==> config.mk <==
export PLATFORM = sky130hd
export DESIGN_NAME = efp_ctrl
export DESIGN_NICKNAME = d
export VERILOG_FILES = /design/src/rtl/efp_pkg.sv /design/src/rtl/efp_ctrl.sv
export SDC_FILE = /design/constraint.sdc
export NUM_CORES = 1
export LEC_CHECK = 0
export BUFFER_PORTS_ARGS = -buffer_cell sky130_fd_sc_hd__buf_2
export CORE_AREA = 2 2 39 41
export CTS_CLUSTER_SIZE = 24
export DETAILED_ROUTE_END_ITERATION = 6
export DIE_AREA = 0 0 41 43
export PLACE_DENSITY = 0.66
export SYNTH_ARGS = -nofsm -noshare
export SYNTH_HDL_FRONTEND = slang
export SYNTH_SLANG_ARGS = --single-unit
export TNS_END_PERCENT = 1
==> constraint.sdc <==
create_clock -name clk_i -period 1.95 [get_ports clk_i]
set_input_delay 0 -clock clk_i [delete_from_list [all_inputs] [get_ports clk_i]]
set_output_delay 0 -clock clk_i [all_outputs]
set_load 0.005 [all_outputs]
==> src/rtl/efp_pkg.sv <==
`timescale 1ns / 1ps
`default_nettype none
// ----------------------------------------------------------------------------
// efp_pkg: shared definitions for the escape-time fractal pixel core
// Fixed-point formats, iteration limits, datapath commands and status.
// ----------------------------------------------------------------------------
package efp_pkg;

  // Iteration and format settings
  localparam int MAX_ITER   = 512;
  localparam int INDEX_BITS = 10;
  localparam int FRAC_BITS  = 28;

  // Port widths
  localparam int IDX_PORT_W = 10;
  localparam int ITER_W     = 10;
  localparam int COLOR_W    = 3;
  localparam int STEP_W     = 31;
  localparam int JC_W       = 30;
  localparam int CFG_IDX_W  = 3;
  localparam int CFG_DATA_W = 31;

  // Index bits that take part in the mapping
  localparam int IDX_KEEP = (INDEX_BITS < IDX_PORT_W) ? INDEX_BITS : IDX_PORT_W;

  // Datapath widths
  localparam int WORD_W  = 32;
  localparam int PROD_W  = 2 * WORD_W;
  localparam int SQ_W    = 2 * WORD_W - FRAC_BITS;      // floor(z*z) for any 32-bit z
  localparam int CROSS_W = 2 * WORD_W - FRAC_BITS + 1;  // floor(2*zr*zi)
  localparam int SUM_W   = SQ_W + 2;
  localparam int MAG_W   = SQ_W + 1;
  localparam int CNT_W   = $clog2(MAX_ITER + 1);

  // Color digit positions
  localparam int RED_SHIFT   = 6;
  localparam int GREEN_SHIFT = 3;

  // Fixed-point constants
  localparam logic signed [PROD_W-1:0] TWO_P   = PROD_W'(64'sd2 <<< FRAC_BITS);
  localparam logic signed [MAG_W-1:0]  LIMIT_M = MAG_W'(64'sd4 <<< FRAC_BITS);
  localparam logic signed [PROD_W-1:0] WORD_MAX_P =
    PROD_W'((64'sd1 <<< (WORD_W - 1)) - 64'sd1);
  localparam logic signed [PROD_W-1:0] WORD_MIN_P = PROD_W'(-(64'sd1 <<< (WORD_W - 1)));

  // Default Julia constant -0.8 + 0.156i, given at 28 fractional bits
  localparam int signed DEF_CR_Q28 = -214748365;
  localparam int signed DEF_CI_Q28 = 41875931;
  localparam logic signed [WORD_W-1:0] DEF_CR = WORD_W'(DEF_CR_Q28 >>> (28 - FRAC_BITS));
  localparam logic signed [WORD_W-1:0] DEF_CI = WORD_W'(DEF_CI_Q28 >>> (28 - FRAC_BITS));

  // Register reset values
  localparam logic [STEP_W-1:0]      ROW_STEP_RST = STEP_W'(4194304);
  localparam logic [STEP_W-1:0]      COL_STEP_RST = STEP_W'(4194304);
  localparam logic signed [JC_W-1:0] JC_REAL_RST  = JC_W'(-214748365);
  localparam logic signed [JC_W-1:0] JC_IMAG_RST  = JC_W'(41875931);

  // Register indexes
  localparam logic [CFG_IDX_W-1:0] CFG_MODE     = 3'd0;
  localparam logic [CFG_IDX_W-1:0] CFG_ROW_STEP = 3'd1;
  localparam logic [CFG_IDX_W-1:0] CFG_COL_STEP = 3'd2;
  localparam logic [CFG_IDX_W-1:0] CFG_JC_REAL  = 3'd3;
  localparam logic [CFG_IDX_W-1:0] CFG_JC_IMAG  = 3'd4;

  // Datapath operations
  typedef enum logic [2:0] {
    OP_NONE    = 3'd0,
    OP_LOAD    = 3'd1,
    OP_MAP_ROW = 3'd2,
    OP_MAP_COL = 3'd3,
    OP_SQ_R    = 3'd4,
    OP_SQ_I    = 3'd5,
    OP_CROSS   = 3'd6,
    OP_UPDATE  = 3'd7
  } op_e;

  typedef struct packed {
    op_e  op;
    logic store;   // capture the finished count into the result register
  } cmd_t;

  typedef struct packed {
    logic escape;  // |z|^2 of the current z exceeds 4.0
    logic at_max;  // iteration limit reached
  } status_t;

endpackage
`default_nettype wire

==> src/rtl/efp_ctrl.sv <==
`timescale 1ns / 1ps
`default_nettype none
// ----------------------------------------------------------------------------
// efp_ctrl: sequencer of the fractal pixel core
// Steps the datapath through mapping and the multiply passes of each
// iteration, and owns the input ready and the output valid.
// ----------------------------------------------------------------------------
module efp_ctrl import efp_pkg::*; (
  input  wire logic    clk_i,
  input  wire logic    rst_ni,
  input  wire logic    in_valid_i,
  output logic         in_ready_o,
  output logic         out_valid_o,
  input  wire logic    out_ready_i,
  input  wire status_t status_i,
  output cmd_t         cmd_o
);

  typedef enum logic [7:0] {
    S_IDLE    = 8'b0000_0001,
    S_MAP_ROW = 8'b0000_0010,
    S_MAP_COL = 8'b0000_0100,
    S_SQ_R    = 8'b0000_1000,
    S_SQ_I    = 8'b0001_0000,
    S_CROSS   = 8'b0010_0000,
    S_UPDATE  = 8'b0100_0000,
    S_FINISH  = 8'b1000_0000
  } state_e;

  state_e state_q, state_d;
  logic   out_valid_q, out_valid_d;
  logic   done;

  assign done = status_i.escape || status_i.at_max;

  always_comb begin
    state_d     = state_q;
    out_valid_d = out_valid_q;
    cmd_o.op    = OP_NONE;
    cmd_o.store = 1'b0;
    if (out_valid_q && out_ready_i) begin
      out_valid_d = 1'b0;
    end
    unique case (state_q)
      S_IDLE: begin
        if (in_valid_i) begin
          cmd_o.op = OP_LOAD;
          state_d  = S_MAP_ROW;
        end
      end
      S_MAP_ROW: begin
        cmd_o.op = OP_MAP_ROW;
        state_d  = S_MAP_COL;
      end
      S_MAP_COL: begin
        cmd_o.op = OP_MAP_COL;
        state_d  = S_SQ_R;
      end
      S_SQ_R: begin
        cmd_o.op = OP_SQ_R;
        state_d  = S_SQ_I;
      end
      S_SQ_I: begin
        cmd_o.op = OP_SQ_I;
        state_d  = S_CROSS;
      end
      S_CROSS: begin
        cmd_o.op = OP_CROSS;
        state_d  = done ? S_FINISH : S_UPDATE;
      end
      S_UPDATE: begin
        cmd_o.op = OP_UPDATE;
        state_d  = S_SQ_R;
      end
      S_FINISH: begin
        // hold until the result slot is free
        if (!out_valid_q || out_ready_i) begin
          cmd_o.store = 1'b1;
          out_valid_d = 1'b1;
          state_d     = S_IDLE;
        end
      end
      default: begin
        state_d = S_IDLE;
      end
    endcase
  end

  always_ff @(posedge clk_i or negedge rst_ni) begin
    if (!rst_ni) begin
      state_q     <= S_IDLE;
      out_valid_q <= 1'b0;
    end else begin
      state_q     <= state_d;
      out_valid_q <= out_valid_d;
    end
  end

  assign in_ready_o  = (state_q == S_IDLE);
  assign out_valid_o = out_valid_q;

`ifndef ASSERT_OFF
  a_store_slot_free: assert property (@(posedge clk_i) disable iff (!rst_ni)
    cmd_o.store |-> (!out_valid_q || out_ready_i))
    else $error("result stored over an untaken result");

  a_accept_starts_map: assert property (@(posedge clk_i) disable iff (!rst_ni)
    (in_valid_i && in_ready_o) |=> (state_q == S_MAP_ROW))
    else $error("accepted transfer did not start mapping");

  a_iter_loop: assert property (@(posedge clk_i) disable iff (!rst_ni)
    (state_q == S_CROSS && !done) |=> (state_q == S_UPDATE) ##1 (state_q == S_SQ_R))
    else $error("iteration loop broken");

  a_valid_from_finish: assert property (@(posedge clk_i) disable iff (!rst_ni)
    $rose(out_valid_q) |-> ($past(state_q) == S_FINISH))
    else $error("result valid raised outside finish");
`endif

endmodule
`default_nettype wire

==> results.cfg <==
[run_status]
status = finished clean

[clock_network]
cts_tree = yes
ctsResizeCount = 0
clk_path_buf_depth = 2
path_clk_slew_ns = 0.06
cts-root-buf = clkbuf_4
cts_inserted_buffers = 3
clock-sinks = 9
cts.htree.levels = 1
clk_latency_ns = 0.26

[sta]
finalMaxSlewViolations = 0
setup_viol = 0
setup_slack_ns = 0.158
fmax_mhz = 558
period_share = 0.919
tightest_slew_ns = 0.403
rsz0062_at_grt = false
fin_tns_setup_ns = 0
period_minus_slack_ns = 1.79
relSlewSlack = 0.729
finalHoldViolations = 0
finClkSkew_ns = 0.00298

[placed_design]
hpwl_um = 862
port_buffers = 11
pre_cts_slack_ns = 0.429
place_inst = 78
gp_congestion = 0.755

[power_and_ir_drop]
ir_drop_mv = 0.504
p_per_area_mw_per_mm2 = 1120
p_leak_uw = 0.000337
p_total_uw = 739

[critical_path]
path_buf_inv = 1
cp.required_ns = 1.95
worstSetupPathType = reg2out
regToRegEndpoint = state_q[6]
worstPathArrival_ns = 1.79
rr_worst_depth = 4
start_kind = register
crit_chain = or3_4 -> nor4b_4 -> and2_2 -> a211o_2 -> buf_2
crit_fanout = 6
worst-r2r-setup-slack_ns = 0.43
cp_slowest_cell = dfrtp_1
cp_slowest_stage_delay_ns = 0.43
cpLargestDelayFamily = simple AND/OR/NAND/NOR gates
r2r-start = state_q[7]
critPathCaptureType = output port

[die]
die_h_um = 43
initial_core_util = 0.388
io_pins = 12
core_sq_mm = 0.00138
die_width_um = 41
rows = 14
die-area_sq_mm = 0.00176

[synth]
ys_seq_elements = 9
synth_cell_type_count = 29
avgSynthCellArea_sq_um = 10.1
netlist_area_sq_um = 537
syn-num-nets = 59
ys_warn_count = 0
seq_area_frac_synth = 0.422
postSynthCellCount = 53

[layout]
final_nets = 77
drive_gt1_frac = 0.314
final_common_cell = buf_2
most-common-layout-cells = buf_2, dfrtp_1, nor2_1, nand2_1, dlygate4sd3_1
regArea_sq_um = 226
antennaDiodeCount = 0
nFillCells = 139
multi_input_area_sq_um = 284
instances_no_fill = 86
area_growth_pct = 22.8

[run]
drv_cap = 0

[global_routing]
grt_use_total = 0.170
grt_max_degree = 10
antenna_found_initial = 0
grt_pass1_wl_um = 1930
overflow = 0
grt_pass1_vias = 449

[detailed_routing]
drt-initial-drc-count = 6
num_vias = 445
avgRoutedWirePerCell_um = 13.5
firstDrtPassIters = 2
viasPerCell = 5.17
route.detailed.drc = 0
antenna_left = 0
routed_wirelength_um = 1160

[hold_path]
min_to = out_valid_o
hp-class = in2reg
min_from = out_ready_i
whs_path_depth = 3
[through the flow]
step | utilization | cell area, sq um | hold slack (ns)
final | 0.476 | 659 | 0.0410
after global routing | 0.476 | 659 | 0.0774
after CTS | 0.476 | 659 | 0.0317
after detailed placement | 0.429 | 593 | -0.136
after global placement | 0.429 | 593 | -0.139
after floorplan | - | 537 | -0.296
[worst max-delay path by stage]
stage	start	to	depth (start not counted)	slack (ns)
finish	state_q[5]	cmd_o[1]	5	0.16
global route	state_q[7]	cmd_o[1]	5	0.03
CTS	state_q[7]	cmd_o[1]	5	0.14
detailed placement	state_q[7]	state_q[6]	4	0.43
global placement	state_q[7]	cmd_o[2]	5	0.45
floorplan	state_q[3]	state_q[0]	4	0.51
[registers in the layout (all words and copies together) (netlist names)]
signal,count
state_q,8
out_valid_o,1
[cells by family (layout without fill, tap and decap cells)]
family,Yosys count,count (layout),synth area share
buffers and inverters,4,21,0.0490
DFF,9,9,0.422
muxes,1,1,0.0186
xor gates and xnor gates,2,2,0.0326
and+or+nand+nor,31,31,0.382
AOI/OAI and AO/OA,6,6,0.0956
[per-layer routing]
layer	routed length, um	track usage	up-vias
met2	579	0.238	6
met4	17	0.120	0
met5	0	0	-
li1	-	-	222
met3	36	0.0471	2
met1	527	0.216	215
[report_power, final]
| group | switching [uW] | internal (uW) | leakage (uW) |
|---|---|---|---|
| Clock | 68.6 | 79.0 | 0.0000150 |
| Combinational | 142 | 174 | 0.000201 |
| Sequential | 50.5 | 226 | 0.000121 |
| Total | 261 | 479 | 0.000337 |
[cell usage after synthesis]
cell / number / area share
nor3_1: 3 / 0.028
and2b_1: 1 / 0.014
o22ai_1: 1 / 0.012
a2bb2oi_1: 1 / 0.016
nor4b_4: 1 / 0.044
and2_1: 1 / 0.012
nor4_1: 3 / 0.035
nand3b_1: 1 / 0.014
a211o_2: 1 / 0.019
nand2_1: 4 / 0.028
nand3_1: 2 / 0.019
dfrtp_1: 8 / 0.37
a31oi_1: 1 / 0.012
xor2_1: 1 / 0.016
nor3b_1: 1 / 0.014
buf_6: 1 / 0.021
buf_4: 1 / 0.014
dfstp_2: 1 / 0.049
nor2_1: 5 / 0.035
nor2b_1: 2 / 0.023
o21ai_0: 1 / 0.0093
inv_1: 2 / 0.014
xnor2_1: 1 / 0.016
mux2i_1: 1 / 0.019
a311oi_2: 1 / 0.028
nand2b_1: 3 / 0.035
or4b_4: 1 / 0.026
and2_2: 1 / 0.014
or3_4: 2 / 0.042
[worst reg2reg max path, cell delays in order, from the launching register on]
cell	delay, ns
dfrtp_1	0.44
or3_4	0.45
nor4_1	0.23
nand2_1	0.16
nor3_1	0.16
[repair_timing]
item	4_1_cts	5_1_grt
setup buffers	0	0
hold endpoints to repair	11	0
hold buffers	4	0
endpoints found under the setup margin	0	0
[cell type report]
cell class,instances,share of cell area
Clock buffer,4,0.0398
Sequential cell,9,0.343
Multi-Input combinational cell,40,0.431
Timing Repair Buffer,15,0.144
Tap cell,16,0.0304
Inverter,2,0.0114
Note: power is estimated with default switching activity, not from simulation.
